<file path="src/hdl/aom_pkg.sv">
// ----------------------------------------------------------------------------
// aom_pkg: shared types and constants of the adaptive moment optimizer step
// Datapath operation codes, controller/datapath status, configuration indexes
// and fixed arithmetic widths.
// ----------------------------------------------------------------------------
package aom_pkg;

    localparam int OP_W = 4;
    typedef logic [OP_W-1:0] op_t;

    localparam op_t OP_NONE = 4'd0;
    localparam op_t OP_LOAD = 4'd1;
    localparam op_t OP_MUL1 = 4'd2;
    localparam op_t OP_SUM1 = 4'd3;
    localparam op_t OP_DIFF = 4'd4;
    localparam op_t OP_SQ   = 4'd5;
    localparam op_t OP_SQR  = 4'd6;
    localparam op_t OP_MUL2 = 4'd7;
    localparam op_t OP_SUM2 = 4'd8;
    localparam op_t OP_DIV1 = 4'd9;
    localparam op_t OP_DIV2 = 4'd10;
    localparam op_t OP_SQRT = 4'd11;
    localparam op_t OP_DEN  = 4'd12;
    localparam op_t OP_PROD = 4'd13;
    localparam op_t OP_DIV3 = 4'd14;
    localparam op_t OP_EST  = 4'd15;

    typedef struct packed {
        op_t op;
    } dp_cmd_t;

    typedef struct packed {
        logic busy;
        logic in_range;
    } dp_status_t;

    localparam int CFG_IDX_W  = 2;
    localparam int CFG_DATA_W = 32;
    localparam logic [CFG_IDX_W-1:0] CFG_FIRST_DECAY  = 2'd0;
    localparam logic [CFG_IDX_W-1:0] CFG_SECOND_DECAY = 2'd1;
    localparam logic [CFG_IDX_W-1:0] CFG_EPSILON      = 2'd2;

    localparam logic [15:0] FIRST_DECAY_RST  = 16'd58982;
    localparam logic [15:0] SECOND_DECAY_RST = 16'd65470;
    localparam logic [31:0] EPSILON_RST      = 32'd1;

    localparam int DIV_NUM_W = 72;
    localparam int DIV_DEN_W = 37;
    localparam int DIV_CNT_W = 7;
    localparam int SQRT_CNT_W = 6;

endpackage

</file>
<file path="src/hdl/aom_ctrl.sv">
// ----------------------------------------------------------------------------
// aom_ctrl: sequencer of the adaptive moment optimizer step
// Steps the datapath through the moment updates, the two divisions, the
// square root and the final division, then hands the result to the output.
// ----------------------------------------------------------------------------
module aom_ctrl
(
    input  logic                clk,
    input  logic                rst_n,
    input  logic                in_valid,
    output logic                in_ready,
    input  logic                out_free,
    output logic                out_load,
    input  aom_pkg::dp_status_t status,
    output aom_pkg::dp_cmd_t    cmd
);
    import aom_pkg::*;

    localparam logic [3:0] ST_IDLE = 4'd0;
    localparam logic [3:0] ST_MUL1 = 4'd1;
    localparam logic [3:0] ST_SUM1 = 4'd2;
    localparam logic [3:0] ST_DIFF = 4'd3;
    localparam logic [3:0] ST_SQ   = 4'd4;
    localparam logic [3:0] ST_SQR  = 4'd5;
    localparam logic [3:0] ST_MUL2 = 4'd6;
    localparam logic [3:0] ST_SUM2 = 4'd7;
    localparam logic [3:0] ST_DIV1 = 4'd8;
    localparam logic [3:0] ST_W1   = 4'd9;
    localparam logic [3:0] ST_W2   = 4'd10;
    localparam logic [3:0] ST_W3   = 4'd11;
    localparam logic [3:0] ST_PROD = 4'd12;
    localparam logic [3:0] ST_DIV3 = 4'd13;
    localparam logic [3:0] ST_W4   = 4'd14;
    localparam logic [3:0] ST_OUT  = 4'd15;

    logic [3:0] state_reg;
    logic [3:0] state_next;

    always_comb
    begin
        state_next = state_reg;
        cmd.op     = OP_NONE;
        in_ready   = 1'b0;
        out_load   = 1'b0;
        case (state_reg)
            ST_IDLE:
            begin
                in_ready = 1'b1;
                if (in_valid)
                begin
                    cmd.op     = OP_LOAD;
                    state_next = ST_MUL1;
                end
            end
            ST_MUL1:
            begin
                if (status.in_range)
                begin
                    cmd.op     = OP_MUL1;
                    state_next = ST_SUM1;
                end
                else
                begin
                    state_next = ST_OUT;
                end
            end
            ST_SUM1:
            begin
                cmd.op     = OP_SUM1;
                state_next = ST_DIFF;
            end
            ST_DIFF:
            begin
                cmd.op     = OP_DIFF;
                state_next = ST_SQ;
            end
            ST_SQ:
            begin
                cmd.op     = OP_SQ;
                state_next = ST_SQR;
            end
            ST_SQR:
            begin
                cmd.op     = OP_SQR;
                state_next = ST_MUL2;
            end
            ST_MUL2:
            begin
                cmd.op     = OP_MUL2;
                state_next = ST_SUM2;
            end
            ST_SUM2:
            begin
                cmd.op     = OP_SUM2;
                state_next = ST_DIV1;
            end
            ST_DIV1:
            begin
                cmd.op     = OP_DIV1;
                state_next = ST_W1;
            end
            ST_W1:
            begin
                if (!status.busy)
                begin
                    cmd.op     = OP_DIV2;
                    state_next = ST_W2;
                end
            end
            ST_W2:
            begin
                if (!status.busy)
                begin
                    cmd.op     = OP_SQRT;
                    state_next = ST_W3;
                end
            end
            ST_W3:
            begin
                if (!status.busy)
                begin
                    cmd.op     = OP_DEN;
                    state_next = ST_PROD;
                end
            end
            ST_PROD:
            begin
                cmd.op     = OP_PROD;
                state_next = ST_DIV3;
            end
            ST_DIV3:
            begin
                cmd.op     = OP_DIV3;
                state_next = ST_W4;
            end
            ST_W4:
            begin
                if (!status.busy)
                begin
                    cmd.op     = OP_EST;
                    state_next = ST_OUT;
                end
            end
            ST_OUT:
            begin
                if (out_free)
                begin
                    out_load   = 1'b1;
                    state_next = ST_IDLE;
                end
            end
            default:
            begin
                state_next = ST_IDLE;
            end
        endcase
    end

    always_ff @(posedge clk or negedge rst_n)
    begin
        if (!rst_n)
        begin
            state_reg <= ST_IDLE;
        end
        else
        begin
            state_reg <= state_next;
        end
    end

endmodule

</file>
<file path="config.mk">
export PLATFORM = sky130hd
export DESIGN_NAME = aom_ctrl
export DESIGN_NICKNAME = d
export VERILOG_FILES = /design/src/hdl/aom_pkg.sv /design/src/hdl/aom_ctrl.sv
export SDC_FILE = /design/constraint.sdc
export NUM_CORES = 1
export LEC_CHECK = 0
export ABC_AREA = 1
export BUFFER_PORTS_ARGS = -buffer_cell sky130_fd_sc_hd__buf_2
export CORE_AREA = 3 3 40 42
export CTS_CLUSTER_DIAMETER = 80
export CTS_CLUSTER_SIZE = 16
export DETAILED_ROUTE_END_ITERATION = 8
export DIE_AREA = 0 0 43 45
export GPL_TIMING_DRIVEN = 0
export PLACE_DENSITY_LB_ADDON = 0.08
export SETUP_SLACK_MARGIN = 0.2
export SLEW_MARGIN = 20
export SYNTH_ARGS = -nofsm -noshare
export SYNTH_HDL_FRONTEND = slang
export SYNTH_SLANG_ARGS = --single-unit
</file>
<file path="constraint.sdc">
create_clock -name clk -period 1.55 [get_ports clk]
set_input_delay 0.155 -clock clk [delete_from_list [all_inputs] [get_ports clk]]
set_output_delay 0.155 -clock clk [all_outputs]
set_load 0.01 [all_outputs]
</file>
==> flow_summary.ini <==
[power]
leakagePower_nw = 0.393
total_power_mw = 1.75
power_density_mw_per_mm2 = 2390
vdd_ir_drop_max_mv = 0.889

[grt]
grt_max_degree = 10
grt_pass1_wl_microns = 2010
grt_pass1_vias = 503
antenna_found_initial = 0
overflow = 0
grt_use_total = 0.140

[drt]
remaining_drc_errors = 0
wl_met3_microns = 58
num_vias = 565
dr.max_layer_used = met3
drtAntennaViolNets = 0
viasPerCell = 4.83
wl_per_cell_microns = 11.4
firstDrtPassIters = 4
met2_length_microns = 678
drt_wl_total_microns = 1330
drt_iter0_drc = 20
wl_met1_microns = 592

[clock_tree]
cts.sinks = 4
cts_max_level = 1
cts-root-buf = clkbuf_4
cts_tree = done
clk_pin_slew_ps = 40
clk_latency_ps = 240
clockBufferDepth = 2
cts_buffers = 3

[finish]
n_antenna_cell = 0
n_fill_cell = 129
layout_commonest_cell = nand2_1
fin_nets = 110
finish.utilization = 0.568
largest_reg_flops = 4
multi_input_area_sq_um = 378
regArea_sq_um = 101
layout_common_cells = nand2_1, buf_2, inv_1
area_growth_syn_to_layout_pct = 61.5
drive_gt1_frac = 0.441

[timing]
slew_violations = 0
timing.fmax_ghz = 0.643
period_needed_ps = 1560
max_slew_margin = 0.862
rsz0062_at_grt = true
fin_skew_ps = 5.81
fin_tns_setup_ps = -6.37
period_share = 1.00
hold_violations = 0
finalSetupViolCount = 1
setup_slack_ps = -6.37
tightest_slew_ps = 207

[synthesis]
ys_async_sr_fraction = 1.00
synth-edff-count = 0
ys_ff_latch = 4
syn_avg_cell_area_sq_um = 5.65
synthesis.nets = 86
synth_area_sq_um = 452
yosys_warnings = 0
yosysUniqueCellTypes = 17
synth_flop_cell = dfrtp_1
yosysSeqAreaShare = 0.222
synthCells = 80

[status]
status = complete, but fails checks
violations = negative setup slack

[floorplanning]
initial_core_util = 0.352
dieHeight_microns = 45
core_area_sq_mm = 0.00128
die_area_sq_mm = 0.00194
pin_count = 12
std_cell_rows = 13
die_w_microns = 43

[worst_setup_path]
cp.arrival_ps = 1400
worstPathMaxFanout = 5
critPathKind = reg -> out
start_kind = register
worstPathRequired_ps = 1390
cp-end-kind = output pin

[hold_path]
hold_path_class = in -> async

[run]
maxCapViolations = 0

[place]
hpwl_microns = 895
gp_congestion = 0.795
port_buffers = 11
==> worst max-delay path: stages (launching register included) <==
cell	delay [ps]
dfrtp_2	480
nor2_4	220
buf_6	130
nand2_1	60
nand2_1	70
nor2_1	40
nand2_1	40
buf_2	120
==> cells in the mapped netlist, types with 2 or more instances <==
cell	instances	share of area
nand2_1	26	0.22
nand3_1	8	0.089
nand2_2	2	0.028
dfrtp_1	4	0.22
buf_4	2	0.033
o21ai_0	5	0.055
inv_2	2	0.017
nor2_2	2	0.028
nor2_1	11	0.091
inv_1	10	0.083
nand4_1	2	0.028
==> metrics by stage <==
stage | instance area [sq um] | hold slack, ps | cells | setup slack, ps
2_1_floorplan | 452 | -141 | 80 | 337
3_3_place_gp | 526 | -37.0 | 106 | 115
3_5_place_dp | 526 | -36.0 | 106 | 125
4_1_cts | 684 | 250 | 117 | -1.33
5_1_grt | 729 | 269 | 117 | -74.0
6_report | 729 | 257 | 117 | -6.37
==> kinds of logic (layout without fill, tap and decap cells) <==
| group | after synthesis | in the layout | share of synthesized area |
|---|---|---|---|
| buffers and inverters | 15 | 37 | 0.158 |
| AO/OA/AOI/OAI | 7 | 7 | 0.0831 |
| flip-flops | 4 | 4 | 0.222 |
| AND/OR/NAND/NOR | 54 | 54 | 0.537 |
==> path summary, 6_finish.rpt <==
path	startpoint	endpoint	slack, ps	cells after the start
setup reg to reg	state_reg[1]$_DFFE_PN0P_	state_reg[0]$_DFFE_PN0P_	120	9
setup / recovery	state_reg[1]$_DFFE_PN0P_	cmd[3]	-6	7
hold reg to reg	state_reg[3]$_DFFE_PN0P_	state_reg[3]$_DFFE_PN0P_	620	3
min in group clk	status[0]	state_reg[3]$_DFFE_PN0P_	350	6
max in group asynchronous	rst_n	state_reg[1]$_DFFE_PN0P_	1160	2
hold / removal	rst_n	state_reg[0]$_DFFE_PN0P_	260	2
==> where the power goes <==
group          total [mW]  switching (mW)  internal [mW]
Combinational        1.40           0.801          0.596
Sequential          0.221          0.0548          0.166
Clock               0.129          0.0428         0.0866
==> metal layers <==
metal / global-route usage / up-vias
met4: 0.0181 / 0
li1: - / 295
met3: 0.0478 / 0
met1: 0.184 / 258
met5: 0 / -
met2: 0.231 / 12
==> timing repair <==
| item | in CTS | in global routing |
|---|---|---|
| setup buffers | 7 | 0 |
| resized for setup | 19 | 12 |
| hold buffers | 1 | 0 |
| setup endpoints to repair | 6 | 10 |
| endpoints found under the hold margin | 4 | 0 |
| pin swaps | 14 | 12 |
==> cell type report <==
type / count / area share
Timing Repair Buffer: 19 / 0.182
Clock buffer: 3 / 0.0309
Multi-Input combinational cell: 61 / 0.518
Sequential cell: 4 / 0.139
Buffer: 3 / 0.0360
Inverter: 12 / 0.0686
Tap cell: 15 / 0.0257
No activity file was read; power rests on OpenSTA's default activity.
